### config.mk
export PLATFORM = sky130hd
export DESIGN_NAME = button_click_event_detector_core_flat
export DESIGN_NICKNAME = d
export VERILOG_FILES = /design/src/design/bcd_pkg.sv /design/src/design/bcd_in_if.sv /design/src/design/bcd_out_if.sv /design/src/design/button_click_event_detector_core.sv /design/src/flat_wrapper.sv
export VERILOG_INCLUDE_DIRS = /design/src /design/src/design
export SDC_FILE = /design/constraint.sdc
export NUM_CORES = 1
export LEC_CHECK = 0
export ABC_CLOCK_PERIOD_IN_PS = 10800
export BUFFER_PORTS_ARGS = -buffer_cell sky130_fd_sc_hd__buf_4
export CORE_ASPECT_RATIO = 0.7
export CORE_MARGIN = 8
export CORE_UTILIZATION = 35
export DETAILED_ROUTE_END_ITERATION = 12
export SLEW_MARGIN = 20
export SYNTH_ARGS = -nofsm -noshare
export SYNTH_HDL_FRONTEND = slang
export SYNTH_SLANG_ARGS = --single-unit
export TNS_END_PERCENT = 100
### constraint.sdc
create_clock -name i_clk -period 10.8 [get_ports i_clk]
set_input_delay 0.54 -clock i_clk [delete_from_list [all_inputs] [get_ports i_clk]]
set_output_delay 0.54 -clock i_clk [all_outputs]
set_load 0.1 [all_outputs]
### src/design/assert_macros.svh
// assertion macros used by the detector core design file
// no dependencies; include with the bare file name inside a module body
`ifndef ASSERT_MACROS_SVH
`define ASSERT_MACROS_SVH

// property checked at each rising edge, masked while reset is asserted
`define ASSERT_CLKED(lbl, clk, rst_n, prop, msg) \
    lbl: assert property (@(posedge clk) disable iff (!(rst_n)) (prop)) else $error(msg);

// property checked at every rising edge, reset included
`define ASSERT_ALWAYS(lbl, clk, prop, msg) \
    lbl: assert property (@(posedge clk) (prop)) else $error(msg);

`endif

### src/design/bcd_pkg.sv
// types and constants of the button click event detector
// no dependencies; used by the channel interfaces and the core
package bcd_pkg;

    // field widths
    localparam int KEY_W    = 1;
    localparam int TICKS_W  = 8;
    localparam int EVENT_W  = 2;
    localparam int STATE_W  = 3;
    localparam int CFG_W    = 16;
    localparam int EN_W     = 3;
    localparam int CFG_IDX_W = 2;

    // default timer width
    localparam int BCD_TIMER_BITS = 16;

    // register reset values
    localparam logic [CFG_W-1:0] DEBOUNCE_RST = 16'd20;
    localparam logic [CFG_W-1:0] LONG_RST     = 16'd800;
    localparam logic [CFG_W-1:0] DOUBLE_RST   = 16'd300;
    localparam logic [EN_W-1:0]  ENABLES_RST  = 3'b111;

    // register indexes
    localparam logic [CFG_IDX_W-1:0] CFG_DEBOUNCE = 2'd0;
    localparam logic [CFG_IDX_W-1:0] CFG_LONG     = 2'd1;
    localparam logic [CFG_IDX_W-1:0] CFG_DOUBLE   = 2'd2;
    localparam logic [CFG_IDX_W-1:0] CFG_ENABLES  = 2'd3;

    // bits of the enable register
    localparam int EN_CLICK  = 0;
    localparam int EN_DOUBLE = 1;
    localparam int EN_LONG   = 2;

    typedef enum logic [EVENT_W-1:0] {
        EV_NONE   = 2'd0,
        EV_CLICK  = 2'd1,
        EV_DOUBLE = 2'd2,
        EV_LONG   = 2'd3
    } t_event;

    typedef enum logic [STATE_W-1:0] {
        ST_IDLE         = 3'd0,
        ST_DEBOUNCE     = 3'd1,
        ST_WAIT_RELEASE = 3'd2,
        ST_WAIT_DOUBLE  = 3'd3,
        ST_LONG_WAIT    = 3'd4
    } t_key_state;

endpackage

### src/design/bcd_in_if.sv
// request channel carrying one key poll
// depends on bcd_pkg
interface bcd_in_if;
    import bcd_pkg::*;

    logic               valid;
    logic               ready;
    logic [KEY_W-1:0]   key_pressed;
    logic [TICKS_W-1:0] ticks_passed;

    modport source (output valid, key_pressed, ticks_passed, input ready);
    modport sink   (input valid, key_pressed, ticks_passed, output ready);
endinterface

### src/design/bcd_out_if.sv
// result channel carrying the event of one poll and the detector state
// depends on bcd_pkg
interface bcd_out_if;
    import bcd_pkg::*;

    logic               valid;
    logic               ready;
    logic [EVENT_W-1:0] event_res;
    logic [EVENT_W-1:0] prior_event;
    logic [STATE_W-1:0] fsm_state;

    modport source (output valid, event_res, prior_event, fsm_state, input ready);
    modport sink   (input valid, event_res, prior_event, fsm_state, output ready);
endinterface

### src/design/button_click_event_detector_core.sv
// Button click event detector. Each request on i_in is one poll of a
// high-active key plus the ticks that passed since the previous poll.
// Each request gives exactly one result on o_out: the event of that poll
// (none, click, double click, long press), the last reported event and the
// detector state after the poll.
// Latency: the result is valid in the cycle after the request is taken.
// Throughput: one request per cycle; the state update (saturating timer
// add, threshold compares, next-state select) is done in the accept
// cycle, and the result register lets the next request in while a result
// is being taken.
// When the receiver stalls, the result stays registered and i_in.ready
// drops until it is taken.
// Reset (i_rst_n low, synchronous) returns to idle with timer, press count
// and last event cleared and registers at 20 / 800 / 300 ticks, all
// events enabled. The user must write registers through i_cfg_we, i_cfg_index
// and i_cfg_wdata only while no request is in flight; the core does not enforce it.
// Depends on bcd_pkg, bcd_in_if, bcd_out_if and assert_macros.svh.
module button_click_event_detector_core #(
    parameter int TIMER_BITS = bcd_pkg::BCD_TIMER_BITS
) (
    input  logic                           i_clk,
    input  logic                           i_rst_n,
    input  logic                           i_cfg_we,
    input  logic [bcd_pkg::CFG_IDX_W-1:0]  i_cfg_index,
    input  logic [bcd_pkg::CFG_W-1:0]      i_cfg_wdata,
    bcd_in_if.sink                         i_in,
    bcd_out_if.source                      o_out
);
    import bcd_pkg::*;
    `include "assert_macros.svh"

    // compare width covers both timer and thresholds
    localparam int CMP_W = (TIMER_BITS > CFG_W) ? TIMER_BITS : CFG_W;

    // configuration registers
    logic [CFG_W-1:0] r_debounce;
    logic [CFG_W-1:0] r_long;
    logic [CFG_W-1:0] r_double;
    logic [EN_W-1:0]  r_enables;

    // detector state
    t_key_state            r_state,  n_state;
    logic [TIMER_BITS-1:0] r_timer,  n_timer;
    logic [1:0]            r_count,  n_count;
    t_event                r_recent, n_recent;

    // result register
    logic   r_out_valid;
    t_event r_event_res, n_event_res;

    logic                  accept;
    logic [TIMER_BITS:0]   timer_sum;
    logic [TIMER_BITS-1:0] timer_sat;
    logic [CMP_W-1:0]      timer_cmp;
    logic                  reach_debounce;
    logic                  reach_long;
    logic                  reach_double;
    logic                  pressed;

    // handshake
    assign i_in.ready = !r_out_valid || o_out.ready;
    assign accept     = i_in.valid && i_in.ready;
    assign pressed    = i_in.key_pressed[0];

    // configuration writes
    always_ff @(posedge i_clk) begin
        if (!i_rst_n) begin
            r_debounce <= DEBOUNCE_RST;
            r_long     <= LONG_RST;
            r_double   <= DOUBLE_RST;
            r_enables  <= ENABLES_RST;
        end else if (i_cfg_we) begin
            case (i_cfg_index)
                CFG_DEBOUNCE: r_debounce <= i_cfg_wdata;
                CFG_LONG:     r_long     <= i_cfg_wdata;
                CFG_DOUBLE:   r_double   <= i_cfg_wdata;
                CFG_ENABLES:  r_enables  <= i_cfg_wdata[EN_W-1:0];
                default: ;
            endcase
        end
    end

    // saturating timer add and threshold compares
    always_comb begin
        timer_sum      = {1'b0, r_timer} + (TIMER_BITS+1)'(i_in.ticks_passed);
        timer_sat      = timer_sum[TIMER_BITS] ? '1 : timer_sum[TIMER_BITS-1:0];
        timer_cmp      = CMP_W'(timer_sat);
        reach_debounce = timer_cmp >= CMP_W'(r_debounce);
        reach_long     = timer_cmp >= CMP_W'(r_long);
        reach_double   = timer_cmp >= CMP_W'(r_double);
    end

    // next state and event
    always_comb begin
        n_state     = r_state;
        n_timer     = timer_sat;
        n_count     = r_count;
        n_recent    = r_recent;
        n_event_res = EV_NONE;
        case (r_state)
            ST_IDLE: begin
                if (pressed) begin
                    n_state = ST_DEBOUNCE;
                    n_timer = '0;
                end
            end
            ST_DEBOUNCE: begin
                if (reach_debounce) begin
                    n_state = pressed ? ST_WAIT_RELEASE : ST_IDLE;
                    n_timer = '0;
                end
            end
            ST_WAIT_RELEASE: begin
                if (!pressed && !reach_long) begin
                    n_state = ST_WAIT_DOUBLE;
                    n_timer = '0;
                    if (r_count != 2'd3) begin
                        n_count = r_count + 2'd1;
                    end
                end else if (reach_long) begin
                    if (r_enables[EN_LONG]) begin
                        n_event_res = EV_LONG;
                        n_recent    = EV_LONG;
                    end
                    n_state = ST_LONG_WAIT;
                    n_timer = '0;
                end
            end
            ST_WAIT_DOUBLE: begin
                if (r_count == 2'd1) begin
                    if (reach_double) begin
                        if (r_enables[EN_CLICK]) begin
                            n_event_res = EV_CLICK;
                            n_recent    = EV_CLICK;
                        end
                        n_count = '0;
                        n_state = ST_IDLE;
                        n_timer = '0;
                    end else if (pressed) begin
                        n_state = ST_DEBOUNCE;
                        n_timer = '0;
                    end
                end else if (r_count == 2'd2) begin
                    if (r_enables[EN_DOUBLE]) begin
                        n_event_res = EV_DOUBLE;
                        n_recent    = EV_DOUBLE;
                    end
                    n_count = '0;
                    n_state = ST_IDLE;
                    n_timer = '0;
                end else begin
                    // stray count: drop it and start over
                    n_count = '0;
                    n_state = ST_IDLE;
                    n_timer = '0;
                end
            end
            ST_LONG_WAIT: begin
                if (!pressed) begin
                    n_count = '0;
                    n_state = ST_IDLE;
                    n_timer = '0;
                end
            end
            default: begin
                n_state = ST_IDLE;
                n_timer = '0;
            end
        endcase
    end

    // state register, updated once per request
    always_ff @(posedge i_clk) begin
        if (!i_rst_n) begin
            r_state  <= ST_IDLE;
            r_timer  <= '0;
            r_count  <= '0;
            r_recent <= EV_NONE;
        end else if (accept) begin
            r_state  <= n_state;
            r_timer  <= n_timer;
            r_count  <= n_count;
            r_recent <= n_recent;
        end
    end

    // result register
    always_ff @(posedge i_clk) begin
        if (!i_rst_n) begin
            r_out_valid <= 1'b0;
        end else if (accept) begin
            r_out_valid <= 1'b1;
        end else if (o_out.ready) begin
            r_out_valid <= 1'b0;
        end
    end

    always_ff @(posedge i_clk) begin
        if (accept) begin
            r_event_res <= n_event_res;
        end
    end

    // state and last event are read straight from the state registers:
    // they only change when a new request replaces the result
    assign o_out.valid       = r_out_valid;
    assign o_out.event_res   = r_event_res;
    assign o_out.prior_event = r_recent;
    assign o_out.fsm_state   = r_state;

    // checks
    `ASSERT_CLKED(a_count_bounded, i_clk, i_rst_n, r_count != 2'd3,
        "press count reached three")
    `ASSERT_CLKED(a_event_recorded, i_clk, i_rst_n,
        (r_out_valid && r_event_res != EV_NONE) |-> (r_recent == r_event_res),
        "reported event not recorded as last event")
    `ASSERT_CLKED(a_click_to_idle, i_clk, i_rst_n,
        (r_out_valid && (r_event_res == EV_CLICK || r_event_res == EV_DOUBLE))
            |-> (r_state == ST_IDLE && r_count == 2'd0),
        "click report did not return to idle with cleared count")
    `ASSERT_CLKED(a_long_to_wait, i_clk, i_rst_n,
        (r_out_valid && r_event_res == EV_LONG) |-> (r_state == ST_LONG_WAIT),
        "long press report did not enter long wait release")

endmodule

### src/flat_wrapper.sv
// flat-port wrapper written by rule: the top's interface ports become plain ports
module button_click_event_detector_core_flat import bcd_pkg::*;
#(
    parameter int TIMER_BITS = bcd_pkg::BCD_TIMER_BITS
)
  (i_clk, i_rst_n, i_cfg_we, i_cfg_index, i_cfg_wdata, i_in_valid, i_in_key_pressed, i_in_ticks_passed, i_in_ready, o_out_valid, o_out_event_res, o_out_prior_event, o_out_fsm_state, o_out_ready);
  bcd_in_if i_in_i ();
  bcd_out_if o_out_i ();
  input  logic i_clk;
  input  logic i_rst_n;
  input  logic i_cfg_we;
  input  logic [bcd_pkg::CFG_IDX_W-1:0] i_cfg_index;
  input  logic [bcd_pkg::CFG_W-1:0] i_cfg_wdata;
  input wire logic [$bits(i_in_i.valid)-1:0] i_in_valid;
  input wire logic [$bits(i_in_i.key_pressed)-1:0] i_in_key_pressed;
  input wire logic [$bits(i_in_i.ticks_passed)-1:0] i_in_ticks_passed;
  output wire logic [$bits(i_in_i.ready)-1:0] i_in_ready;
  output wire logic [$bits(o_out_i.valid)-1:0] o_out_valid;
  output wire logic [$bits(o_out_i.event_res)-1:0] o_out_event_res;
  output wire logic [$bits(o_out_i.prior_event)-1:0] o_out_prior_event;
  output wire logic [$bits(o_out_i.fsm_state)-1:0] o_out_fsm_state;
  input wire logic [$bits(o_out_i.ready)-1:0] o_out_ready;
  assign i_in_i.valid = i_in_valid;
  assign i_in_i.key_pressed = i_in_key_pressed;
  assign i_in_i.ticks_passed = i_in_ticks_passed;
  assign i_in_ready = i_in_i.ready;
  assign o_out_valid = o_out_i.valid;
  assign o_out_event_res = o_out_i.event_res;
  assign o_out_prior_event = o_out_i.prior_event;
  assign o_out_fsm_state = o_out_i.fsm_state;
  assign o_out_i.ready = o_out_ready;
  button_click_event_detector_core #(.TIMER_BITS(TIMER_BITS)) u_core (.i_clk(i_clk), .i_rst_n(i_rst_n), .i_cfg_we(i_cfg_we), .i_cfg_index(i_cfg_index), .i_cfg_wdata(i_cfg_wdata), .i_in(i_in_i), .o_out(o_out_i));
endmodule
* Word-level counts from Yosys, hierarchy flattened
Index checks and enable logic that the tools add are counted.
** Storage, ports and cells
- Bits in registers :: 77
- Word-level logic and storage cells :: 99
** Operators by class
- $lt $le $gt $ge :: 3
- Multiplexer cells :: 44
- Equality and inequality tests :: 22
- Reductions and logical operators :: 18
- Add/subtract/negate cells :: 2
** Operator list (count)
- $mux W16 :: 8
- $pmux W16 S5 :: 1
- $ge A16 B16 Y1 :: 3
- $mux W2 :: 21
- $mux W3 :: 7
- $add A16 B8 Y17 :: 1
- $pmux W3 S5 :: 1
- $ne A2 B1 Y1 const B :: 5
- $ne A3 B1 Y1 const B :: 3
- $reduce_and A9 Y1 :: 1
- $pmux W2 S2 :: 2
- $reduce_and A2 Y1 :: 4
- $eq A2 B2 Y1 const B :: 3
- $eq A3 B2 Y1 const B :: 2
- $ne A2 B2 Y1 const B :: 3
- $ne A3 B2 Y1 const B :: 2
- $pmux W2 S3 :: 1
- $reduce_and A6 Y1 :: 1
- $eq A2 B1 Y1 const B :: 2
- $reduce_and A4 Y1 :: 1
- $reduce_bool A2 Y1 :: 2
- $eq A3 B1 Y1 const B :: 1
- $eq A3 B3 Y1 const B :: 1
- $logic_not A1 Y1 :: 3
- other kinds (7) :: 10

* Depth between registers and ports, before layout
Gate-level depths: netlist of the first run.
- Depth in word-level cells :: 7
- Mapped depth :: 18
- Mapped depth without buffers :: 17

* Least setup slack after synthesis of the first run
OpenSTA, ideal clock, no wires.
- Path type :: in2reg
- Start :: in i_in_ticks_passed[1]
- End :: reg u_core.r_recent[0], in the netlist u_core.o_out.prior_event[0]
- Library setup time :: 86 ps
- Arrival :: 4922 ps
- Path buffers :: 0
- Setup slack :: 5793 ps
- Stages :: 15
- Cell sequence :: ha_1 > a211oi_1 > nor2_1 > o41a_1 > a41oi_1 > nor3_1 > or3b_2 > ha_1 > nand4_1 > or3_1 > or4_4 > a311o_1 > a2111oi_4 > nor2_1 > a211oi_1
** On the way
- Cells in the longest elaborated chain, start to end :: 7
- Elaborated cells on any way between the ends :: 10
- Classes of those cells :: add/sub: 1; order compare: 2; eq/ne: 3; mux: 1; reduce/logical: 3
** Ends and longest elaborated chain
- start, declared :: RTL line flat_wrapper.sv:16 : input wire logic [$bits(i_in_i.ticks_passed)-1:0] i_in_ticks_passed;
- $add A16 B8 Y17 (*) :: RTL line button_click_event_detector_core.sv:85 : timer_sum = {1'b0, r_timer} + (TIMER_BITS+1)'(i_in.ticks_passed);
- $mux W16 (*) :: RTL line button_click_event_detector_core.sv:86 : timer_sat = timer_sum[TIMER_BITS] ? '1 : timer_sum[TIMER_BITS-1:0];
- $ge A16 B16 Y1 :: RTL line button_click_event_detector_core.sv:89 : reach_long = timer_cmp >= CMP_W'(r_long);
- $logic_not A1 Y1 :: RTL line button_click_event_detector_core.sv:114 : if (!pressed && !reach_long) begin
- $logic_and A1 B1 Y1 :: RTL line button_click_event_detector_core.sv:114
- $ne A2 B2 Y1 (no source line)
- $reduce_and A9 Y1 (no source line) (*)
- end signal, assigned :: RTL line button_click_event_detector_core.sv:183 : r_recent <= n_recent;
- end, declared :: RTL line button_click_event_detector_core.sv:45 : t_event r_recent, n_recent;
Mark *: on every way between the ends. The rest lies on a longest branch, timed or not.
A chain may end at the register's enable or synchronous reset.

* Final worst setup path of the first run
- Start :: reg u_core.r_timer[1]
- End :: reg u_core.r_timer[9]
** On the way
- Cells in the longest elaborated chain, start to end :: 7
- Elaborated cells on any way between the ends :: 15
- Classes of those cells :: add/sub: 1; order compare: 3; mux: 9; reduce/logical: 2
** Ends and longest elaborated chain
- start, declared :: RTL line button_click_event_detector_core.sv:43 : logic [TIMER_BITS-1:0] r_timer, n_timer;
- start signal, assigned :: RTL line button_click_event_detector_core.sv:181 : r_timer <= n_timer;
- $add A16 B8 Y17 (*) :: RTL line button_click_event_detector_core.sv:85
- $mux W16 (*) :: RTL line button_click_event_detector_core.sv:86
- $ge A16 B16 Y1 :: RTL line button_click_event_detector_core.sv:89
- $logic_not A1 Y1 :: RTL line button_click_event_detector_core.sv:114
- $logic_and A1 B1 Y1 :: RTL line button_click_event_detector_core.sv:114
- $mux W16 :: RTL line button_click_event_detector_core.sv:114
- $pmux W16 S5 (*) :: RTL line button_click_event_detector_core.sv:100 : case (r_state)
Marks and branches as above.

==> metrics, run 1 <==
# clock sinks 77; Vert. Die Dim 113 um; post_cts resized 0; Worst Setup Start Kind flop; post-route ant nets 0; die area 0.0175 mm^2; Internal 0.504 mW; synthesis-stage register bit count 77; vias in the first global route 4291; most frequent CP cell nand4_1; Mapped Area 0.00471 mm^2; period utilization 0.512; Final #Nets 731; Arr. time, crit path 5.75 ns; Hold-fix buffers, CTS 0; Finish-stage setup viols 0; DRT iter0 DRCs 304; yosys warns 0; most frequent cells in the layout nand2_1, dfxtp_1, a21oi_1; Final min period 5.53 ns; Primary FF master, synth dfxtp_1; Sw Ratio 0.305; post-synth top area share 0.319; ANT cells 0; FP Rows 35; Fin. Hold Viols 0; Finished Layout Cells 810; outcome completed; net switching power 0.221 mW; static leakage 2.22 nW; worst-case clock skew 0.0121 ns; CTS tree done; PD cells 133 mW/mm^2; Critical Path RT 11.02 ns; worst skew pair latency 0.35 ns; 1st-pass router iterations 5; initial antenna violation count 0; critical-path cell list ha_1 > a211oi_1 > nor2_1 > o41a_1 > a41oi_1 > nor3_1 > or3b_2 > ha_1 > nand4_1 > or3_1 > or4_4 > nand4_1 > nand4_1 > nand2_1 > o22ai_1; effective utilization at floorplan 0.359; GRT overflow 0; H-Tree Depth 3; drt drc 0; first-pass GRT wire length 22300 um; measured slew at the worst slew-check pin 1.08 ns; clock share of power 0.394; Post-Synthesis Cells 606; detailed-route wire length 13300 um; Mapped Nets 698; Area growth syn-to-layout 15.6%; slew margin rel. 0.280; gpl congestion 0.885; VDD IR max 0.0000722 V; TNS Setup 0 ns; Post-CTS Setup Repair Bufs 0; Cell Area, Placed 0.00517 mm^2; number of distinct library cells after synthesis 53; leading cell type in the layout, fill and taps excluded nand2_1; total number of vias 4366; f_max 181 MHz; WL per Instance 16.4 um; share of post-route cells with drive strength above 1 0.107; combinational share of power 0.189; cell area after layout 0.00545 mm^2; Flop pwr share 0.417; total placed cells including tap cells 794; Worst Setup Path Type flop to flop; DR vias/cell 5.39; Max-Cap Viols 0; FILL cells 1382; PortBufs 40; Tot GR Track Use 0.161; Seq/Total Area, Yosys 0.331; Max Slew Vio Count 0; Root Driver clkbuf_16; DP Wirelength 10300 um; final core utilization 0.415; total CTS buffers 9; CP max stage delay 0.62 ns; Worst Hold Class input port to flop; Worst Path Max Fanout 16; Ports 41; Slowest cell on crit path a41oi_1; Yosys top cell by area dfxtp_1; Syn Area/Cell 7.78 um^2; Async S/R FF share, synth 0; Max Buffers Root-to-Sink 2; top area cells in the synthesized netlist dfxtp_1, ha_1, nand2_1; clock-pin slew on the worst setup and hold paths 0.06 ns; CP endpoint kind flop; Tot Pwr 0.725 mW; Die X 155 um; RSZ-0062 raised after global routing no; largest net degree at the start of global routing 49; EDFF count, synth 2; area of the core 0.0131 mm^2
routing by layer:
layer  vias up  track usage  part of all wire
met2       122        0.227              0.40
li1       2193            -                 -
met1      2034        0.232              0.52
met3        17       0.0396             0.067
met4         0       0.0507             0.014
met5         -            0                 0
worst paths after layout:
kind                            slack, ns  depth (start not counted)           startpoint             endpoint
worst max-delay path                 5.27                         15    u_core.r_timer[1]    u_core.r_timer[9]
worst min-delay path                 0.44                          3       i_cfg_wdata[1]  u_core.r_enables[1]
worst max register to register       5.27                         15    u_core.r_timer[1]    u_core.r_timer[9]
worst min register to register       0.45                          2  u_core.r_double[15]  u_core.r_double[15]
state kept, by name, indices dropped and copies added, names as in the netlist:
signal / cells
u_core.r_count: 2
u_core.o_out.fsm_state: 3
u_core.r_enables: 3
u_core.r_timer: 16
u_core.r_double: 16
u_core.r_debounce: 16
u_core.o_out.prior_event: 2
u_core.r_long: 16
u_core.o_out.valid: 1
u_core.o_out.event_res: 2
per-stage QoR:
step	hold WS, ns	setup WS [ns]
2_1_floorplan	0.429	5.79
3_3_place_gp	0.445	5.04
3_5_place_dp	0.449	4.91
4_1_cts	0.435	5.21
5_1_grt	0.444	4.75
6_report	0.443	5.27
area by class of cell:
type	count	area, um^2	area share
tap	166	208	0.0381
clock inverter	6	46.3	0.00850
multi-input combinational	447	2850	0.523
inverter	60	225	0.0413
clock buffer	10	229	0.0420
timing repair buffer	44	330	0.0606
sequential	77	1560	0.287
cell families (layout without fill, tap and decap cells):
group	after synthesis	in the layout	share of synthesized area
compound gates	155	155	0.214
xor+xnor	6	6	0.0111
fa+ha+maj	60	60	0.161
buf+inv	82	120	0.0653
flops	77	77	0.331
mux	5	5	0.0106
simple gates	221	221	0.207
cells in the mapped netlist, types with 2 or more instances:
cell       number
mux2i_1         5
nor2_1         27
a311o_1         2
o21a_1          6
a31oi_1         7
o21ai_0        18
ha_1           59
clkbuf_1       21
o211ai_1       17
or3_1           3
xnor2_1         2
o2111ai_1       3
a21oi_1        67
dfxtp_1        75
xor2_1          4
nand3b_1        2
inv_1          60
or3b_2          3
nand4_1        10
nor4_1          3
nand3_1        13
o22ai_1         3
nor3_1          9
a41oi_1         3
a32o_1          8
edfxtp_1        2
nand2_1       134
a211oi_1        8
nor2b_1         5
nand2b_1        4
worst max-delay path, delay by kind of cell (launching register included):
family	cells	cell delay (ns)
AOI/OAI and AO/OA	4	1.32
adders and majority gates	2	0.59
DFF	1	0.41
and+or+nand+nor	9	3.08
power groups by stage:
| stage | logic [mW] | registers, mW | clock network (mW) |
|---|---|---|---|
| after global routing | 0.155 | 0.303 | 0.305 |
| after CTS | 0.136 | 0.302 | 0.292 |
| final | 0.137 | 0.302 | 0.286 |
| after detailed placement | 0.135 | 0.308 | 0 |
| after global placement | 0.132 | 0.308 | 0 |
| after floorplan | 0.0854 | 0.312 | 0 |
(Power assumes the default switching activity.)
==> run 2: changes to the inputs <==
- ABC_AREA: unset -> 1
- ABC_CLOCK_PERIOD_IN_PS: 10800 -> 5000
- clock period: 10.8 -> 5 ns (I/O delays scaled with it)
==> run 2 against run 1 <==
Effect of this change: count of clock-buffer cells in the layout up 1; die area up 5.2%; critical endpoint is now u_core.r_timer[2]; worst hold slack worse by 0.31 ns; non-clock buffer count down 2; via count up 5.1%; first-iteration DRC count up 5.6%; critical path type unchanged; highest routed layer unchanged; critical path depth up 3; synthesized cell count up 19%.
==> metrics, run 2 <==
detailed-route wire length 13400 um; global routing usage on met2 0.215; # clock sinks 77; area of the core 0.0139 mm^2; PortBufs 40; Mapped Area 0.00499 mm^2; H-Tree Depth 3; DRT iter0 DRCs 321; worst hold stages 3; post-route ant nets 0; Tot GR Track Use 0.153; measured slew at the worst slew-check pin 0.852 ns; Worst Setup Start Kind flop; Arr. time, crit path 3.96 ns; worst-case clock skew 0.00713 ns; Hold-fix buffers, CTS 0; Final #Nets 850; post_cts resized 0; Max Buffers Root-to-Sink 2; total CTS buffers 9; Seq/Total Area, Yosys 0.313; die area 0.0184 mm^2; DR vias/cell 4.82; Post-Synthesis Cells 722; drt drc 0; CP max stage delay 0.42 ns; gr busiest metal met1; Fin. Hold Viols 0; share of post-route cells with drive strength above 1 0.101; yosys warns 0; outcome completed; Async S/R FF share, synth 0; number of distinct library cells after synthesis 38; FILL cells 1468; GRT met1 Usage 0.225; Die X 159 um; post-synth top area share 0.301; Final min period 3.69 ns; final core utilization 0.418; Max-Cap Viols 0; 1st-pass router iterations 4; PD cells 313 mW/mm^2; Finish-stage setup viols 0; Root Driver clkbuf_16; Area growth syn-to-layout 16.5%; Worst Setup Path Type flop to flop; leading cell type in the layout, fill and taps excluded nand2_1; RSZ-0062 raised after global routing no; most frequent cells in the layout nand2_1, inv_1, a21oi_1; critical-path cell list ha_1 > fa_1 > nand3_1 > nand2_1 > nand2_2 > nand2_4 > nand3_4 > nand3_1 > ha_1 > a21oi_1 > o21ai_0 > a21oi_1 > nand3_1 > nand2_1 > nor2_1 > nand2_2 > nand2_1 > a21oi_2; gpl congestion 0.903; effective utilization at floorplan 0.359; Critical Path RT 5.27 ns; ANT cells 0; first-pass GRT wire length 22600 um; clock-pin slew on the worst setup and hold paths 0.06 ns; EDFF count, synth 2; Max Slew Vio Count 0; CP endpoint kind flop; Ports 41; Worst Hold Class input port to flop; Worst Path Max Fanout 17; VDD IR max 0.000162 V; CTS tree done; slew margin rel. 0.431; Mapped Nets 814; initial antenna violation count 0; top area cells in the synthesized netlist dfxtp_1, ha_1, nand2_1; worst r2r path cells 18; Post-CTS Setup Repair Bufs 0; TNS Setup 0 ns; synthesis-stage register bit count 77; vias in the first global route 4307; worst skew pair latency 0.35 ns; Yosys top cell by area dfxtp_1; period utilization 0.739; Syn Area/Cell 6.92 um^2; Primary FF master, synth dfxtp_1; GRT overflow 0; most frequent cell after synthesis nand2_1; FP Rows 36; static leakage 2.74 nW; Slowest cell on crit path fa_1; total number of vias 4589; top post-synthesis cells by count nand2_1, inv_1, a21oi_1; f_max 271 MHz; DP Wirelength 10300 um; routing usage on met3 0.0369; largest net degree at the start of global routing 56; WL per Instance 14.1 um; Vert. Die Dim 116 um
run 2: cell types whose count changed after synthesis, moves of 6 or more:
cell	change
o211ai_1	-8
o21ai_0	+33
a211oi_1	-6
a32o_1	-8
inv_1	+50
a21oi_2	+6
nand2_1	+30
a21oi_1	+17
nor3_1	-7
nand3_1	+34
clkbuf_1	-6
nor2_1	+26
run 2: path summary, 6_finish.rpt:
check | slack [ns] | from | to
max | 1.31 | u_core.r_timer[0] | u_core.r_timer[2]
min | 0.14 | i_cfg_wdata[3] | u_core.r_double[3]
max reg2reg | 1.31 | u_core.r_timer[0] | u_core.r_timer[2]
min reg2reg | 0.46 | u_core.r_enables[1] | u_core.r_enables[1]
run 2: cell families after synthesis:
group | synth area share
buffers and inverters | 0.102
flip-flops | 0.313
AO/OA/AOI/OAI | 0.184
XOR/XNOR | 0.00702
AND/OR/NAND/NOR | 0.242
adder cells (fa/ha/maj) | 0.152
run 2: stage by stage:
stage	instances	setup slack, ns	hold WS (ns)	area, um^2	power, mW
after global routing	953	0.936	0.145	5820	1.92
final	953	1.31	0.136	5820	1.82
after global placement	937	1.31	0.447	5470	1.06
after floorplan	722	1.99	0.376	4990	0.946
after CTS	953	1.30	0.136	5820	1.83
after detailed placement	937	1.24	0.449	5470	1.06
run 2: per-layer routing:
metal	up-vias	wire length, um
li1	2444	-
met1	2026	7450
met2	108	5060
met3	11	718
met4	0	168
met5	-	0
run 2: final cells by class:
type                    count  area [um^2]  area share
inverters                 115          432      0.0742
clock buffers              11          243      0.0417
repair buffers             42          315      0.0542
clock inverters             5          106      0.0183
multi-input cells         513         2920       0.502
flip-flops and latches     77         1560       0.268
well taps                 190          238      0.0409
run 2: power breakdown:
part / leakage [nW] / total [mW] / internal, mW / switching [mW]
Clock: 0.166 / 0.778 / 0.504 / 0.274
Sequential: 0.633 / 0.662 / 0.646 / 0.0154
Combinational: 1.94 / 0.381 / 0.130 / 0.250
run 2: critical path: cells and delay by family (launching register included):
family	cells	cell delay, ns
fa+ha+maj	3	0.99
compound gates	4	0.77
flops	1	0.32
simple gates	11	1.54
